<file path="config.mk">
export PLATFORM = sky130hd
export DESIGN_NAME = bfiq_queue
export DESIGN_NICKNAME = d
export VERILOG_FILES = /design/src/hw/rtl/bfiq_pkg.sv /design/src/hw/rtl/bfiq_queue.sv
export SDC_FILE = /design/constraint.sdc
export NUM_CORES = 1
export LEC_CHECK = 0
export ABC_AREA = 1
export BUFFER_PORTS_ARGS = -buffer_cell sky130_fd_sc_hd__buf_2
export CORE_MARGIN = 2
export CORE_UTILIZATION = 35
export CTS_CLUSTER_SIZE = 28
export DETAILED_ROUTE_END_ITERATION = 8
export GPL_TIMING_DRIVEN = 1
export SETUP_SLACK_MARGIN = 0.2
export SLEW_MARGIN = 20
export SYNTH_ARGS = -nofsm -noshare
export SYNTH_HDL_FRONTEND = slang
export SYNTH_SLANG_ARGS = --single-unit
</file>
<file path="constraint.sdc">
create_clock -name clock -period 5.47 [get_ports clock]
set_input_delay 1.094 -clock clock [delete_from_list [all_inputs] [get_ports clock]]
set_output_delay 1.094 -clock clock [all_outputs]
set_load 0.005 [all_outputs]
</file>
<file path="src/hw/rtl/bfiq_pkg.sv">
// Shared types and constants for the Bloom filter insert and query unit.
`timescale 1ns / 1ps

package bfiq_pkg;

   localparam int STORE_BYTES = 65536;
   localparam int BYTE_AW     = $clog2(STORE_BYTES);
   localparam int MAX_BITS    = STORE_BYTES * 8;
   localparam int MIN_BITS    = 8;
   localparam int MAX_PROBES  = 64;
   localparam int HASH_W      = 64;
   localparam int NHASH_W     = 7;
   localparam int NBITS_W     = 20;
   localparam int COUNT_W     = 32;
   localparam int CSR_AW      = 1;
   localparam int CSR_DW      = 20;
   localparam int DIVD_W      = HASH_W + 1;
   localparam int DCNT_W      = $clog2(DIVD_W + 1);

   typedef enum logic {
      FUNC_INSERT = 1'b0,
      FUNC_QUERY  = 1'b1
   } func_type;

   typedef enum logic [CSR_AW-1:0] {
      CSR_NUM_HASHES = 1'b0,
      CSR_NUM_BITS   = 1'b1
   } csr_idx_type;

   typedef struct packed {
      logic [NHASH_W-1:0] num_hashes;
      logic [NBITS_W-1:0] num_bits;
   } cfg_type;

   typedef struct packed {
      func_type            func;
      logic [HASH_W-1:0]   first_hash;
      logic [HASH_W-1:0]   second_hash;
   } cmd_type;

   typedef struct packed {
      logic clearing;
      logic pop;
   } eng_status_type;

   typedef enum logic [3:0] {
      ST_CLEAR,
      ST_IDLE,
      ST_MOD_LOAD,
      ST_MOD_WAIT,
      ST_PREP,
      ST_PROBE_RD,
      ST_PROBE_CHK,
      ST_FINISH
   } eng_state_type;

endpackage

</file>
<file path="src/hw/rtl/bfiq_queue.sv">
// Two-entry command queue between the front end and the probe engine.
`timescale 1ns / 1ps

module bfiq_queue (
   input  logic              clock,
   input  logic              reset,
   input  logic              push,
   input  bfiq_pkg::cmd_type push_cmd,
   input  logic              pop,
   output logic              full,
   output logic              not_empty,
   output bfiq_pkg::cmd_type head_cmd
);
   import bfiq_pkg::*;

   cmd_type    slot_ff [2];
   logic       wr_ptr_ff, wr_ptr_in;
   logic       rd_ptr_ff, rd_ptr_in;
   logic [1:0] count_ff, count_in;

   assign full      = (count_ff == 2'd2);
   assign not_empty = (count_ff != 2'd0);
   assign head_cmd  = slot_ff[rd_ptr_ff];

   always_comb begin
      wr_ptr_in = wr_ptr_ff ^ push;
      rd_ptr_in = rd_ptr_ff ^ pop;
      count_in  = count_ff + {1'b0, push} - {1'b0, pop};
   end

   always_ff @(posedge clock) begin
      if (reset) begin
         wr_ptr_ff <= 1'b0;
         rd_ptr_ff <= 1'b0;
         count_ff  <= 2'd0;
      end else begin
         wr_ptr_ff <= wr_ptr_in;
         rd_ptr_ff <= rd_ptr_in;
         count_ff  <= count_in;
      end
   end

   always_ff @(posedge clock) begin
      if (push) begin
         slot_ff[wr_ptr_ff] <= push_cmd;
      end
   end

endmodule

</file>
==> impl_metrics.py <==
metrics = {
    "status": {
        "status": "finished, final reports clean",
    },
    "detailed_routing": {
        "firstDrtPassIters": 4,
        "vias_per_cell": 4.56,
        "drcViolationCount": 0,
        "ant_nets": 0,
        "routedWlPerCell_um": 17.2,
        "wirelength_um": 18500,
        "vias": 4905,
        "drtIter0Drc": 300,
    },
    "timing": {
        "relSlewSlack_pct": 48.3,
        "worstMarginPinSlew_ns": 0.775,
        "setup_ws_ns": 2.17,
        "period_needed_ns": 3.30,
        "setup_violations": 0,
        "fmax_mhz": 303,
        "hold_viol": 0,
        "maxSlewViolCount": 0,
        "rsz0062_at_grt": "false",
        "min_period_over_period_pct": 60.4,
        "tns_ns": 0,
        "clock_skew_ns": 0.0106,
    },
    "power_and_ir_drop": {
        "p_total_mw": 4.73,
        "p_leak_nw": 4.56,
        "ir_drop_mv": 0.229,
        "power_density_nw_per_um2": 386,
    },
    "logic_synthesis": {
        "synth_mux_area_share_pct": 15.2,
        "yosysMostFrequentCell": "edfxtp_1",
        "ys_top_cells_by_area": "edfxtp_1, mux2_2, buf_6",
        "ys.flop_type": "edfxtp_1",
        "synth_compound_area_share_pct": 0.0524,
        "synthDistinctLibCells": 13,
        "yosys_warnings": 0,
        "synthSimpleGateAreaFrac_pct": 0.406,
        "syn_nets": 565,
        "ys_async_sr_fraction_pct": 0,
        "ys_seq_elements": 262,
        "synth-adder-area-share_pct": 0.524,
        "synth_cells": 428,
        "synth_top_cell_by_area": "edfxtp_1",
        "synth_seq_area_share_pct": 82.0,
        "synth-edff-count": 258,
        "synth_xor_area_share_pct": 0.0918,
        "synth_commonest_cells": "edfxtp_1, mux2_2, buf_6, inv_1, nor2_1",
        "syn_area_per_cell_sq_um": 22.3,
        "netlist.area_leader.share_pct": 81.2,
        "synth_top_family_by_area": "multiplexers",
        "syn_area_sq_um": 9540,
    },
    "worst_setup_path": {
        "arrival_ns": 2.21,
        "crit_path_start_kind": "flop",
        "path_class": "reg2out",
        "crit_path_end_kind": "output port",
        "worstPathMaxFanout": 54,
        "crit_required_ns": 4.38,
    },
    "global_routing": {
        "first_global_vias": 5093,
        "grt_overflow": 0,
        "track_usage_pct": 12.2,
        "grt_max_degree": 80,
        "grt_pass1_wl_um": 27400,
        "antenna_found_initial": 3,
    },
    "floorplan": {
        "core_area_sq_um": 26900,
        "die_h_um": 169,
        "die-width_um": 169,
        "start_util_pct": 35.5,
        "dieArea_sq_um": 28600,
        "ioPinCount": 264,
        "rows": 60,
    },
    "clock_network": {
        "cts_buffers": 29,
        "clk_path_buf_depth": 3,
        "cts_resized": 0,
        "root_buffer": "clkbuf_16",
        "cts_tree": "done",
        "postCtsHoldBufs": 0,
        "cts.sinks": 262,
        "htreeDepth": 1,
        "cts_setup_buffers": 0,
        "clk_latency_ns": 0.53,
        "clk_pin_slew_ns": 0.06,
    },
    "job": {
        "cap_violations": 0,
    },
    "cells_and_area": {
        "final_core_util_pct": 45.5,
        "syn_to_final_growth_pct": 28.2,
        "fin_nets": 849,
        "drive_above_1_share_pct": 60.9,
    },
    "placement": {
        "place_congestion": 0.733,
        "port_buffers": 263,
        "dpl.hpwl_um": 11800,
        "post-place-ws_ns": 2.60,
    },
    "hold_path": {
        "hold_class": "reg2reg",
    },
}
through the flow:
stage / hold slack (ns) / cell area, sq um / std cells
floorplan: 0.519 / 9540 / 428
global placement: 0.536 / 11200 / 1021
detailed placement: 0.545 / 11300 / 1022
CTS: 0.561 / 12200 / 1075
global route: 0.630 / 12200 / 1076
finish: 0.553 / 12200 / 1076
logic make-up (layout without fill, tap and decap cells):
group / Yosys count / count (layout)
AOI/OAI and AO/OA: 1 / 1
xor gates and xnor gates: 1 / 1
adders and majority gates: 4 / 4
buffers and inverters: 21 / 327
DFF: 262 / 262
muxes: 129 / 129
other: 0 / 1
and+or+nand+nor: 10 / 10
area by class of cell:
class	instances	area, sq um
multi-input combinational	145	1580
fill	2365	14600
antenna	1	2.50
timing repair buffer	267	1400
clock inverter	23	231
clock buffer	30	729
sequential	262	7830
tap	341	427
inverter	7	26.3
metal layers:
metal / track usage [%] / wire length, um / up-vias
met5: 0 / 30 / -
met4: 3.94 / 533 / 4
met3: 4.13 / 1500 / 41
met2: 20.6 / 8900 / 198
met1: 14.8 / 7540 / 2388
li1: - / - / 2274
path summary, 6_finish.rpt:
check                               from                        to  slack, ns  depth (start not counted)
setup / recovery    rd_ptr_ff$_SDFF_PP0_              head_cmd[79]       2.17                          3
hold / removal    count_ff[1]$_SDFF_PP0_    count_ff[1]$_SDFF_PP0_       0.55                          3
setup reg to reg    wr_ptr_ff$_SDFF_PP0_  slot_ff[0][35]$_DFFE_PP_       3.51                          3
hold reg to reg   count_ff[1]$_SDFF_PP0_    count_ff[1]$_SDFF_PP0_       0.55                          3
power by group:
group / switching [mW] / internal, mW
combinational: 0.209 / 0.224
clock: 0.752 / 1.16
sequential: 0.0369 / 2.35
total: 0.999 / 3.73
layout by cell type (no fill, tap or decap), drive strengths merged:
cell type / instances
clkinv: 14
clkinvlp: 4
bufinv: 4
dfxtp: 4
a21oi: 1
mux2: 129
inv: 8
nand3: 1
ha: 4
nor2: 5
buf: 267
nand2: 4
edfxtp: 258
xnor2: 1
clkbuf: 30
diode: 1
sequential cells by signal (all words and copies together) (netlist names):
register and cells:
count_ff 2, wr_ptr_ff 1, rd_ptr_ff 1, slot_ff 258
worst max-delay path: stages (launching register included):
cell     delay, ns
dfxtp_4       0.73
buf_12        0.32
mux2_2        0.39
buf_2         0.13
No activity file was read; power rests on OpenSTA's default activity.
